**config.mk**
```make
export PLATFORM = sky130hd
export DESIGN_NAME = music_sequence_command_decoder_unit
export DESIGN_NICKNAME = d
export VERILOG_FILES = /design/src/hw/rtl/mscd_pkg.sv /design/src/hw/rtl/mscd_front.sv /design/src/hw/rtl/mscd_queue.sv /design/src/hw/rtl/mscd_back.sv /design/src/hw/rtl/music_sequence_command_decoder_unit.sv
export SDC_FILE = /design/constraint.sdc
export NUM_CORES = 1
export LEC_CHECK = 0
export BUFFER_PORTS_ARGS = -buffer_cell sky130_fd_sc_hd__buf_2
export CAP_MARGIN = 10
export CORE_MARGIN = 2
export CORE_UTILIZATION = 60
export DETAILED_ROUTE_END_ITERATION = 10
export PLACE_DENSITY = 0.76
export SLEW_MARGIN = 20
export SYNTH_ARGS = -nofsm -noshare
export SYNTH_HDL_FRONTEND = slang
export SYNTH_SLANG_ARGS = --single-unit
export TNS_END_PERCENT = 5
```
**constraint.sdc**
```tcl
create_clock -name clk -period 6.8 [get_ports clk]
set_input_delay 0.68 -clock clk [delete_from_list [all_inputs] [get_ports clk]]
set_output_delay 0.68 -clock clk [all_outputs]
set_load 0.01 [all_outputs]
```
**src/hw/rtl/mscd_pkg.sv**
```systemverilog
// ----------------------------------------------------------------------------
// mscd_pkg
// Types, opcode codes and the command size lookup for the sequence
// command decoder.
// ----------------------------------------------------------------------------
package mscd_pkg;

	// event kinds
	localparam logic [1:0] KIND_CMD  = 2'd0;
	localparam logic [1:0] KIND_NOTE = 2'd1;
	localparam logic [1:0] KIND_REST = 2'd2;
	localparam logic [1:0] KIND_END  = 2'd3;

	// flow kinds
	localparam logic [2:0] FLOW_NONE       = 3'd0;
	localparam logic [2:0] FLOW_REPEAT     = 3'd1;
	localparam logic [2:0] FLOW_REPEAT_END = 3'd2;
	localparam logic [2:0] FLOW_BREAK      = 3'd3;
	localparam logic [2:0] FLOW_END        = 3'd4;

	// opcodes with an effect in the extended range
	localparam logic [7:0] OP_EXT_BASE   = 8'hE0;
	localparam logic [7:0] OP_TRANSPOSE  = 8'hE2;
	localparam logic [7:0] OP_OCT_UP     = 8'hE4;
	localparam logic [7:0] OP_OCT_DOWN   = 8'hE5;
	localparam logic [7:0] OP_REPEAT     = 8'hEC;
	localparam logic [7:0] OP_REPEAT_END = 8'hED;
	localparam logic [7:0] OP_BREAK      = 8'hEE;
	localparam logic [7:0] OP_END        = 8'hF5;
	localparam logic [7:0] COUNT_FOREVER = 8'hFF;

	localparam int NUM_OPERANDS = 5;
	localparam int QUEUE_DEPTH  = 2;

	// one assembled command
	typedef struct packed {
		logic [7:0]                        opcode;
		logic [2:0]                        len;
		logic [NUM_OPERANDS-1:0][7:0]      operands;
	} cmd_t;

	// one decoded event
	typedef struct packed {
		logic [1:0]                        event_kind;
		logic [7:0]                        opcode;
		logic [2:0]                        command_length;
		logic [NUM_OPERANDS-1:0][7:0]      operands;
		logic [11:0]                       pitch;
		logic [7:0]                        duration;
		logic [2:0]                        flow_kind;
		logic [7:0]                        repeat_count;
	} event_t;

	// size table for the extended opcodes E0..F6
	function automatic logic [2:0] ext_size(input logic [4:0] idx);
		logic [2:0] s;
		case (idx)
			5'd0, 5'd1, 5'd2, 5'd3: s = 3'd2;
			5'd8:                   s = 3'd6;
			5'd9:                   s = 3'd2;
			5'd12:                  s = 3'd2;
			5'd17:                  s = 3'd3;
			5'd18:                  s = 3'd2;
			5'd19:                  s = 3'd6;
			5'd20:                  s = 3'd2;
			5'd22:                  s = 3'd2;
			default:                s = 3'd1;
		endcase
		return s;
	endfunction

	// total command length from the opcode byte
	function automatic logic [2:0] cmd_len(input logic [7:0] b);
		logic [2:0] l;
		if (b inside {[8'h00:8'h3F]}) begin
			l = b[5] ? 3'd1 : 3'd2;
		end else if (b inside {[8'hE0:8'hF6]}) begin
			l = ext_size(b[4:0]);
		end else begin
			l = 3'd1;
		end
		return l;
	endfunction

endpackage

```
**src/hw/rtl/mscd_front.sv**
```systemverilog
// ----------------------------------------------------------------------------
// mscd_front
// Takes the byte stream, sizes each command from its opcode and collects
// operand bytes; hands a finished command to the queue.
// ----------------------------------------------------------------------------
module mscd_front import mscd_pkg::*; (
	input  logic       clk,
	input  logic       arst_n,
	input  logic       in_valid,
	output logic       in_ready,
	input  logic [7:0] in_byte,
	input  logic       q_full,
	output logic       push,
	output cmd_t       push_cmd
);

	logic [2:0]                   remaining_q;
	logic [7:0]                   opcode_q;
	logic [2:0]                   len_q;
	logic [NUM_OPERANDS-1:0][7:0] operands_q;

	logic                         accept;
	logic [2:0]                   len_in;
	logic [2:0]                   idx;
	logic [NUM_OPERANDS-1:0][7:0] operands_next;

	assign in_ready = !q_full;
	assign accept   = in_valid && in_ready;
	assign len_in   = cmd_len(in_byte);
	assign idx      = len_q - 3'd1 - remaining_q;

	// operand buffer with the current byte placed
	always_comb begin
		operands_next = operands_q;
		if (remaining_q == 3'd0) begin
			operands_next = '0;
		end else begin
			for (int i = 0; i < NUM_OPERANDS; i++) begin
				if (idx == 3'(i)) operands_next[i] = in_byte;
			end
		end
	end

	// completion and record
	always_comb begin
		push_cmd.opcode   = (remaining_q == 3'd0) ? in_byte : opcode_q;
		push_cmd.len      = (remaining_q == 3'd0) ? len_in : len_q;
		push_cmd.operands = operands_next;
		if (remaining_q == 3'd0) begin
			push = accept && (len_in == 3'd1);
		end else begin
			push = accept && (remaining_q == 3'd1);
		end
	end

	// command assembly state
	always_ff @(posedge clk or negedge arst_n) begin
		if (!arst_n) begin
			remaining_q <= 3'd0;
			opcode_q    <= 8'd0;
			len_q       <= 3'd1;
			operands_q  <= '0;
		end else if (accept) begin
			operands_q <= operands_next;
			if (remaining_q == 3'd0) begin
				opcode_q    <= in_byte;
				len_q       <= len_in;
				remaining_q <= len_in - 3'd1;
			end else begin
				remaining_q <= remaining_q - 3'd1;
			end
		end
	end

endmodule

```
**src/hw/rtl/mscd_queue.sv**
```systemverilog
// ----------------------------------------------------------------------------
// mscd_queue
// Small command queue between the front and the back.
// ----------------------------------------------------------------------------
module mscd_queue import mscd_pkg::*; (
	input  logic clk,
	input  logic arst_n,
	input  logic push,
	input  cmd_t push_cmd,
	output logic full,
	output logic pop_valid,
	input  logic pop,
	output cmd_t pop_cmd
);

	localparam int PW = (QUEUE_DEPTH > 1) ? $clog2(QUEUE_DEPTH) : 1;

	cmd_t                        mem_q [QUEUE_DEPTH];
	logic [PW-1:0]               wr_ptr_q;
	logic [PW-1:0]               rd_ptr_q;
	logic [$clog2(QUEUE_DEPTH+1)-1:0] count_q;

	logic do_push;
	logic do_pop;

	assign full      = (count_q == ($clog2(QUEUE_DEPTH+1))'(QUEUE_DEPTH));
	assign pop_valid = (count_q != '0);
	assign do_push   = push && !full;
	assign do_pop    = pop && pop_valid;
	assign pop_cmd   = mem_q[rd_ptr_q];

	// storage
	always_ff @(posedge clk) begin
		if (do_push) mem_q[wr_ptr_q] <= push_cmd;
	end

	// pointers and fill count
	always_ff @(posedge clk or negedge arst_n) begin
		if (!arst_n) begin
			wr_ptr_q <= '0;
			rd_ptr_q <= '0;
			count_q  <= '0;
		end else begin
			if (do_push) begin
				wr_ptr_q <= (wr_ptr_q == PW'(QUEUE_DEPTH-1)) ? '0 : wr_ptr_q + 1'b1;
			end
			if (do_pop) begin
				rd_ptr_q <= (rd_ptr_q == PW'(QUEUE_DEPTH-1)) ? '0 : rd_ptr_q + 1'b1;
			end
			if (do_push && !do_pop) begin
				count_q <= count_q + 1'b1;
			end else if (do_pop && !do_push) begin
				count_q <= count_q - 1'b1;
			end
		end
	end

endmodule

```
**src/hw/rtl/mscd_back.sv**
```systemverilog
// ----------------------------------------------------------------------------
// mscd_back
// Carries out queued commands: keeps octave, note length, transpose and
// gate, forms the decoded event and holds it in the output register.
// ----------------------------------------------------------------------------
module mscd_back import mscd_pkg::*; (
	input  logic   clk,
	input  logic   arst_n,
	input  logic   cmd_valid,
	input  cmd_t   cmd,
	output logic   pop,
	output logic   out_valid,
	input  logic   out_ready,
	output event_t out_event
);

	logic [7:0] octave_q;
	logic [7:0] note_len_q;
	logic [7:0] transpose_q;
	logic [2:0] gate_q;
	logic       out_valid_q;
	event_t     out_q;

	logic [7:0]  octave_next;
	logic [7:0]  note_len_next;
	logic [7:0]  transpose_next;
	logic [2:0]  gate_next;
	logic [11:0] oct_x;
	logic [11:0] trn_x;
	logic [11:0] note_pitch;
	logic [3:0]  key;
	event_t      ev;

	assign pop       = cmd_valid && (!out_valid_q || out_ready);
	assign out_valid = out_valid_q;
	assign out_event = out_q;
	assign key       = cmd.opcode[3:0];

	// pitch: octave * 12 + key - 13 + transpose, 12-bit wrap
	assign oct_x      = {{4{octave_q[7]}}, octave_q};
	assign trn_x      = {{4{transpose_q[7]}}, transpose_q};
	assign note_pitch = (oct_x << 3) + (oct_x << 2) + {8'd0, key} - 12'd13 + trn_x;

	// execute one command
	always_comb begin
		octave_next       = octave_q;
		note_len_next     = note_len_q;
		transpose_next    = transpose_q;
		gate_next         = gate_q;
		ev.event_kind     = KIND_CMD;
		ev.opcode         = cmd.opcode;
		ev.command_length = cmd.len;
		ev.operands       = cmd.operands;
		ev.pitch          = 12'hFFF;
		ev.duration       = 8'd0;
		ev.flow_kind      = FLOW_NONE;
		ev.repeat_count   = 8'd0;
		if (cmd.opcode inside {[8'h00:8'h3F]}) begin
			if (!cmd.opcode[5]) note_len_next = cmd.operands[0];
			ev.duration = note_len_next;
			if (key != 4'd0) begin
				ev.event_kind = KIND_NOTE;
				ev.pitch      = note_pitch;
			end else begin
				ev.event_kind = KIND_REST;
			end
		end else if (cmd.opcode inside {[8'h40:8'h47]}) begin
			octave_next = {5'd0, cmd.opcode[2:0]};
		end else if (cmd.opcode inside {[8'h48:8'h4F]}) begin
			gate_next = cmd.opcode[2:0];
		end else begin
			case (cmd.opcode)
				OP_TRANSPOSE: transpose_next = cmd.operands[0];
				OP_OCT_UP:    octave_next = octave_q + 8'd1;
				OP_OCT_DOWN:  octave_next = octave_q - 8'd1;
				OP_REPEAT: begin
					ev.flow_kind    = FLOW_REPEAT;
					ev.repeat_count = (cmd.operands[0] == COUNT_FOREVER) ?
						8'd0 : cmd.operands[0];
				end
				OP_REPEAT_END: ev.flow_kind = FLOW_REPEAT_END;
				OP_BREAK:      ev.flow_kind = FLOW_BREAK;
				OP_END: begin
					ev.flow_kind  = FLOW_END;
					ev.event_kind = KIND_END;
				end
				default: ;
			endcase
		end
	end

	// track state and output valid
	always_ff @(posedge clk or negedge arst_n) begin
		if (!arst_n) begin
			octave_q    <= 8'd3;
			note_len_q  <= 8'd1;
			transpose_q <= 8'd0;
			gate_q      <= 3'd0;
			out_valid_q <= 1'b0;
		end else begin
			if (pop) begin
				octave_q    <= octave_next;
				note_len_q  <= note_len_next;
				transpose_q <= transpose_next;
				gate_q      <= gate_next;
				out_valid_q <= 1'b1;
			end else if (out_ready) begin
				out_valid_q <= 1'b0;
			end
		end
	end

	// output payload
	always_ff @(posedge clk) begin
		if (pop) out_q <= ev;
	end

endmodule

```
**src/hw/rtl/music_sequence_command_decoder_unit.sv**
```systemverilog
// ----------------------------------------------------------------------------
// music_sequence_command_decoder_unit
// Decodes a music track's bytecode stream into one event per command.
//
//   channel  dir  signals                      content
//   s_axis   in   tvalid tready tdata[7:0]     one stream byte per item
//   m_axis   out  tvalid tready tdata tuser    one decoded event per item
//
// One byte per cycle is taken while the command queue is not full; an
// event leaves through the queue entry and the output register after the
// last byte of its command.
// Reset (arst_n low) clears assembly, queue and output valid and resets track state.
// The input stalls only while the command queue is full; the back part
// stalls only on m_axis_tready.
// ----------------------------------------------------------------------------
module music_sequence_command_decoder_unit import mscd_pkg::*; (
	input  logic        clk,
	input  logic        arst_n,
	input  logic        s_axis_tvalid,
	output logic        s_axis_tready,
	input  logic [7:0]  s_axis_tdata,  // data_byte[7:0]
	output logic        m_axis_tvalid,
	input  logic        m_axis_tready,
	// opcode[7:0], command_length[10:8], operand_one[18:11], operand_two[26:19],
	// operand_three[34:27], operand_four[42:35], operand_five[50:43],
	// pitch[62:51], duration[70:63], repeat_count[78:71], zero[79]
	output logic [79:0] m_axis_tdata,
	// event_kind[1:0], flow_kind[4:2]
	output logic [4:0]  m_axis_tuser
);

	logic   q_full;
	logic   push;
	cmd_t   push_cmd;
	logic   q_valid;
	logic   pop;
	cmd_t   pop_cmd;
	event_t ev;

	mscd_front u_front (
		.clk      (clk),
		.arst_n   (arst_n),
		.in_valid (s_axis_tvalid),
		.in_ready (s_axis_tready),
		.in_byte  (s_axis_tdata),
		.q_full   (q_full),
		.push     (push),
		.push_cmd (push_cmd)
	);

	mscd_queue u_queue (
		.clk       (clk),
		.arst_n    (arst_n),
		.push      (push),
		.push_cmd  (push_cmd),
		.full      (q_full),
		.pop_valid (q_valid),
		.pop       (pop),
		.pop_cmd   (pop_cmd)
	);

	mscd_back u_back (
		.clk       (clk),
		.arst_n    (arst_n),
		.cmd_valid (q_valid),
		.cmd       (pop_cmd),
		.pop       (pop),
		.out_valid (m_axis_tvalid),
		.out_ready (m_axis_tready),
		.out_event (ev)
	);

	// output packing
	assign m_axis_tdata = {1'b0, ev.repeat_count, ev.duration, ev.pitch,
		ev.operands[4], ev.operands[3], ev.operands[2], ev.operands[1],
		ev.operands[0], ev.command_length, ev.opcode};
	assign m_axis_tuser = {ev.flow_kind, ev.event_kind};

endmodule

```
==> metrics.csv, run 1 <==
stage,metric,value,unit
setup_path,reg-to-reg startpoint,u_queue.rd_ptr_q,
placement,Final Wtd Congestion,0.8363,
run_status,outcome,finished clean,
cts,H-tree depth,1,
final_layout,share of cells above drive strength 1,18.96,%
synth,Mean Syn Cell Area,12.58,um^2
cts,clk slew on worst S/H paths,0.06,ns
setup_path,Critical Path AT,4.68,ns
grt,GRT Overall Usage,22.54,%
cts,CTS tree,done,
run,max capacitance violation total,0,
synth,"FFs w/ async S/R, synth",30.86,%
timing,TNS Setup,0,ns
cts,TritonCTS Sinks,269,
floorplanning,Die Area,21020,um^2
setup_path,Worst setup EP type,flop,
synth,Synth Net Count,1004,
timing,RSZ-0062 raised after global routing,no,
synth,"Cell Area, Synth",11930,um^2
detailed_routing,drt initial violations,470,
setup_path,CP Launch Point,u_queue.rd_ptr_q,
setup_path,crit-path cells,buf_4 -> mux2i_1 -> a221oi_1 -> nand2b_1 -> inv_1 -> ha_1 -> a21o_1 -> a41oi_1 -> o21ai_0 -> o31ai_1 -> mux2i_1 -> o211ai_1,
grt,antenna violations before repair,0,
synth,Post-synth top flop,edfxtp_1,
setup_path,Crit path required time,7.20,ns
timing,Worst Slack Setup Final,2.521,ns
timing,skew final,0.008591,ns
detailed_routing,via count,7312,
grt,vias in the first global route,7468,
placement,post-placement worst setup slack,2.517,ns
detailed_routing,vias per cell,5.518,
synth,post-synth cell types,57,
grt,largest net degree at the start of global routing,57,
floorplanning,die width,145.0,um
power,maximum vdd drop,0.2990,mV
setup_path,worst path bufs/invs,2,
cts,post-CTS setup buffers,0,
floorplanning,top-level I/O count,99,
setup_path,Startpoint Class,flop,
floorplanning,Die Ht,145.0,um
final_layout,Antenna Cells,0,
final_layout,"most common cell after layout, fill and taps aside",edfxtp_1,
timing,crit share post-route,62.93,%
cts,post-CTS sizing,0,
placement,placed cell count,1275,
final_layout,most frequent cells in the layout,"edfxtp_1 (186), nand2_1 (137), buf_2 (96)",
final_layout,# fillers,1337,
setup_path,"Largest stage delay, worst path",0.79,ns
final_layout,Nets,1096,
detailed_routing,final wirelength,23.25,mm
timing,minimum clock period,4.279,ns
final_layout,Layout area overhead,14.24,%
synth,sequential cell area fraction in the yosys report,64.28,%
final_layout,Finished Layout Cells,1325,
setup_path,CP Class,reg2reg,
placement,Port Buffers,97,
placement,post-detail-place hpwl,14.86,mm
setup_path,"Slowest-stage cell, CP",dfrtp_2,
setup_path,"most used cell, CP",mux2i_1,
synth,Post-synth EDFFs,186,
detailed_routing,ANT nets after route,0,
setup_path,CP max FO,42,
cts,CTS Hold Bufs,0,
timing,FMAX,233.7,MHz
synth,share of the synthesized area in the top cell type,46.83,%
floorplanning,Placeable Area,19460,um^2
cts,CTS root buf,clkbuf_16,
detailed_routing,post-DR wirelength/cell,17.54,um
synth,Yosys warnings,0,
power,total chip power,6.742,mW
cts,CTS Buf Count,27,
timing,worst-margin pin slew,1.003,ns
timing,"Slew Viols, Final",0,
floorplanning,Initial Utilization,61.29,%
synth,cell count after synthesis,948,
cts,"Clk Latency, worst-skew pair",0.53,ns
power,power per cell area,494.8,nW/um^2
timing,Setup-failing EPs final,0,
power,P_leak,5.723,nW
detailed_routing,# DRC,0,
synth,Yosys top cell by area,edfxtp_1,
timing,Final Hold Viols,0,
cts,worst-case clock buffer depth,3,
grt,first-pass GRT wire length,38.30,mm
synth,number of synthesized register bits,269,
timing,Max-Slew Margin vs Limit,33.12,%
setup_path,R2R Setup Slk,2.52,ns
synth,synth top area cells,"edfxtp_1 (47%), dfrtp_1 (17%), nand2_1 (4.3%)",
setup_path,Top Family by Delay on Critical Path,compound AO/OA/AOI/OAI gates,
detailed_routing,TritonRoute pass-1 iters,5,
grt,GRT overflow,0,
floorplanning,Row Count,51,
hold_path,worst min-delay path category,in2async,
[report_power, final]
group          total, mW  leakage [nW]  internal (mW)  switching (mW)
sequential          2.64          2.80           2.44           0.206
combinational       2.53          2.45          0.983            1.55
clock               1.56         0.468          0.972           0.591
total               6.74          5.72           4.39            2.35
[per-layer routing]
layer	vias to the layer above	track usage [%]	share of wire [%]	routed length [um]
met1	3510	29.79	43	10040
li1	3532	-	-	-
met2	226	38.67	49	11350
met3	44	3.302	5.1	1176
met4	0	7.574	2.9	680
met5	-	0	0	0
[sequential cells by signal, summed over array words and instances (netlist names)]
register / cells
u_front.opcode_q: 8
u_back.octave_q: 8
u_front.remaining_q: 3
u_back.out_event: 84
u_queue.count_q: 2
u_back.note_len_q: 8
u_back.transpose_q: 8
u_queue.rd_ptr_q: 1
u_front.len_q: 3
u_queue.wr_ptr_q: 1
u_queue.mem_q: 102
u_front.operands_q: 40
u_back.out_valid: 1
[cells by family after synthesis]
kind of cell,Yosys count,share of synthesized area [%]
other,1,0.03144
AO/OA/AOI/OAI,151,7.784
buffers and inverters,108,3.619
multiplexers,90,7.993
AND/OR/NAND/NOR,268,9.672
flip-flops,269,64.28
adder cells (fa/ha/maj),44,5.371
XOR/XNOR,17,1.248
[final cells by class]
type,count,area [um^2],area share (%)
multi-input combinational,571,3860,28.33
timing repair buffer,105,568.0,4.169
clock buffer,38,767.0,5.629
inverter,66,247.7,1.818
clock inverter,11,182.7,1.341
tap,265,331.6,2.433
sequential,269,7669,56.28
[stage by stage]
step | hold slack (ns) | instance area, um^2 | utilization [%]
4_1_cts | 0.08078 | 13590 | 69.85
5_1_grt | 0.08715 | 13630 | 70.01
2_1_floorplan | 0.3844 | 11930 | -
3_3_place_gp | 0.4567 | 12640 | 64.97
3_5_place_dp | 0.4629 | 12640 | 64.97
6_report | 0.07700 | 13630 | 70.01
[final timing paths]
kind	cells past startpoint	to
max in group asynchronous	2	u_front.operands_q[30]
max reg2reg	12	u_back.octave_q[7]
min in group clk	2	u_back.out_valid
min	1	u_back.out_valid
min reg2reg	2	u_back.note_len_q[0]
max	12	u_back.octave_q[7]
[synth_stat cells (3+ instances only)]
master,number
a211oi_1,11
a21o_1,7
a21oi_1,18
a31oi_1,3
and3_1,4
buf_1,7
buf_2,6
clkbuf_1,26
dfrtp_1,79
dfstp_2,4
edfxtp_1,186
fa_1,12
ha_1,32
inv_1,66
mux2_2,39
mux2i_1,50
nand2_1,137
nand2b_1,11
nand3_1,6
nand4_1,3
nor2_1,74
nor2b_1,8
nor3_1,8
nor3b_1,3
o21a_1,4
o21ai_0,65
o21ai_1,10
o22ai_1,4
o2bb2ai_1,8
o31ai_1,3
o41ai_1,3
or3_1,3
xnor2_1,7
xor2_1,10
[worst reg2reg max path: cells and delay by family, from the launching register on]
family,cells,cell delay (ns)
AOI/OAI and AO/OA,6,1.47
adders and majority gates,1,0.27
buffers and inverters,2,0.82
DFF,1,0.79
muxes,2,0.58
and+or+nand+nor,1,0.23
Power figures use the tool's default switching activity.
==> inputs of run 2 (changes only) <==
clock period = 3.98 ns   (was 6.8 ns; I/O delays follow)
==> metrics.csv, run 2 (synthesized netlist as in run 1, its figures left out) <==
stage,metric,value,unit,change
cts,TritonCTS Sinks,269,,unchanged
detailed_routing,# DRC,0,,unchanged
power,total chip power,11.55,mW,+71%
final_layout,Register Area,7669,um^2,unchanged
power,power per cell area,843.7,nW/um^2,+71%
run,max capacitance violation total,0,,unchanged
power,maximum vdd drop,0.5033,mV,+68%
placement,Port Buffers,97,,unchanged
timing,RSZ-0062 raised after global routing,no,,
cts,CTS tree,done,,
placement,placed cell count,1282,,+0.55%
timing,worst-margin pin slew,1.008,ns,+0.004818 ns
grt,GRT overflow,0,,unchanged
final_layout,# fillers,1335,,-0.15%
timing,Worst Slack Setup Final,0.2482,ns,-2.273 ns
placement,post-placement worst setup slack,0.3145,ns,-2.202 ns
final_layout,Top reg by flops,u_queue.mem_q,,
cts,CTS root buf,clkbuf_16,,
floorplanning,Initial Utilization,61.29,%,unchanged
cts,CTS Buf Count,27,,unchanged
grt,first-pass GRT wire length,38.07,mm,-0.59%
final_layout,area occupied by multi-input gates,3856,um^2,about the same
setup_path,Top Family by Delay on Critical Path,compound AO/OA/AOI/OAI gates,,
cts,"Clk Latency, worst-skew pair",0.55,ns,+0.02 ns
run_status,outcome,finished clean,,
floorplanning,Placeable Area,19460,um^2,unchanged
detailed_routing,vias per cell,5.582,,+1.2%
cts,H-tree depth,1,,unchanged
final_layout,Nets,1103,,+0.64%
detailed_routing,drt initial violations,578,,+23%
cts,post-CTS setup buffers,0,,unchanged
hold_path,worst min-delay path category,in2reg,,
grt,vias in the first global route,7560,,+1.2%
floorplanning,Row Count,51,,unchanged
timing,Setup-failing EPs final,0,,unchanged
timing,crit share post-route,93.76,%,+31 points
final_layout,max reg flops,102,,unchanged
setup_path,CP max FO,66,,+57%
placement,post-detail-place hpwl,15.15,mm,+2.0%
cts,CTS Hold Bufs,1,,+1
setup_path,CP Class,reg2reg,,
placement,Post-DP Area,12720,um^2,+0.61%
final_layout,"most common cell after layout, fill and taps aside",edfxtp_1,,
detailed_routing,via count,7441,,+1.8%
setup_path,reg-to-reg critical path endpoint,u_back.octave_q[7],,
grt,GRT Overall Usage,22.31,%,-0.23 points
setup_path,"Largest stage delay, worst path",0.45,ns,-0.34 ns
setup_path,crit-path cells,buf_12 -> or3b_1 -> a221oi_1 -> nand2b_1 -> inv_1 -> ha_1 -> a21o_1 -> a41oi_1 -> o21ai_0 -> o31ai_1 -> mux2i_1 -> o211ai_1,,
timing,minimum clock period,3.732,ns,-0.5472 ns
detailed_routing,post-DR wirelength/cell,17.46,um,-0.49%
floorplanning,top-level I/O count,99,,unchanged
timing,worst hold slack,0.05189,ns,-0.02511 ns
timing,FMAX,268.0,MHz,+15%
cts,worst-case clock buffer depth,3,,unchanged
timing,Final Hold Viols,0,,unchanged
detailed_routing,TritonRoute pass-1 iters,7,,+2
hold_path,Worst Hold End,u_back.out_valid,,
setup_path,worst path bufs/invs,2,,unchanged
placement,Final Wtd Congestion,0.8623,,+3.1%
setup_path,R2R cell count,12,,unchanged
hold_path,min-delay src,m_axis_tready,,
floorplanning,Die Ht,145.0,um,unchanged
final_layout,Antenna Cells,0,,unchanged
timing,skew final,0.01106,ns,+0.002468 ns
setup_path,reg-to-reg startpoint,u_queue.rd_ptr_q,,
grt,antenna violations before repair,0,,unchanged
floorplanning,die width,145.0,um,unchanged
setup_path,Startpoint Class,flop,,
floorplanning,Die Area,21020,um^2,unchanged
cts,post-CTS sizing,0,,unchanged
setup_path,Crit path required time,4.41,ns,-2.79 ns
setup_path,"Slowest-stage cell, CP",dfrtp_2,,
final_layout,Layout area overhead,14.76,%,
final_layout,most frequent cells in the layout,"edfxtp_1 (186), nand2_1 (137), buf_2 (96)",,
timing,Max-Slew Margin vs Limit,32.80,%,-0.32 points
detailed_routing,final wirelength,23.27,mm,+0.11%
final_layout,Finished Layout Cells,1333,,+0.60%
setup_path,Critical Path AT,4.16,ns,-0.52 ns
timing,TNS Setup,0,ns,unchanged
final_layout,Util after Layout,70.33,%,+0.32 points
grt,largest net degree at the start of global routing,67,,+18%
setup_path,R2R Setup Slk,0.25,ns,-2.27 ns
setup_path,Worst setup EP type,flop,,
detailed_routing,ANT nets after route,0,,unchanged
final_layout,design area,13690,um^2,+0.46%
power,P_leak,5.759,nW,+0.63%
timing,"Slew Viols, Final",0,,unchanged
hold_path,Hold Path Cell Cnt,2,,
cts,clk slew on worst S/H paths,0.07,ns,about the same
final_layout,share of cells above drive strength 1,19.57,%,+0.61 points
-- run 2: changes by cell type in the layout (fill, tap and decap cells not counted), sizes merged --
cell         change
buf              +6
clkbuf           -3
clkinv           +2
inv              +2
bufinv           -1
clkinvlp         +1
dlygate4sd3      +1
-- run 2: power breakdown --
group	internal [mW]	leakage [nW]	total, mW	switching, mW
clock	1.61	0.471	2.67	1.06
sequential	4.17	2.80	4.48	0.313
combinational	1.70	2.48	4.40	2.70
total	7.48	5.76	11.5	4.07
-- run 2: worst max-delay path by stage --
stage,startpoint,endpoint,cells after the start
5_1_grt,u_queue.rd_ptr_q,u_back.out_event[28],12
4_1_cts,u_queue.rd_ptr_q,u_back.octave_q[7],12
2_1_floorplan,s_axis_tdata[2],u_queue.mem_q[0][0],9
3_5_place_dp,u_queue.rd_ptr_q,u_back.octave_q[7],12
3_3_place_gp,u_queue.rd_ptr_q,u_back.out_event[28],12
6_report,u_queue.rd_ptr_q,u_back.octave_q[7],12
-- run 2: final cells by class --
cell class                 count  share of cell area [%]
clock inverter                15                   1.453
timing repair buffer         112                   4.589
multi-input combinational    571                   28.17
clock buffer                  35                   5.530
sequential                   269                   56.02
tap                          265                   2.422
inverter                      66                   1.810
-- run 2: routing by layer --
layer / part of all wire, % / track usage [%] / vias to the layer above
met5: 0 / 0 / -
met3: 6.0 / 3.836 / 41
met1: 42 / 28.81 / 3610
met4: 1.9 / 6.040 / 0
li1: - / - / 3544
met2: 50 / 39.29 / 246
-- run 2: worst register-to-register path, stage by stage (launching register included) --
cell	delay, ns
dfrtp_2	0.45
buf_12	0.23
or3b_1	0.44
a221oi_1	0.44
nand2b_1	0.27
inv_1	0.23
ha_1	0.26
a21o_1	0.19
a41oi_1	0.21
o21ai_0	0.16
o31ai_1	0.37
mux2i_1	0.25
o211ai_1	0.10
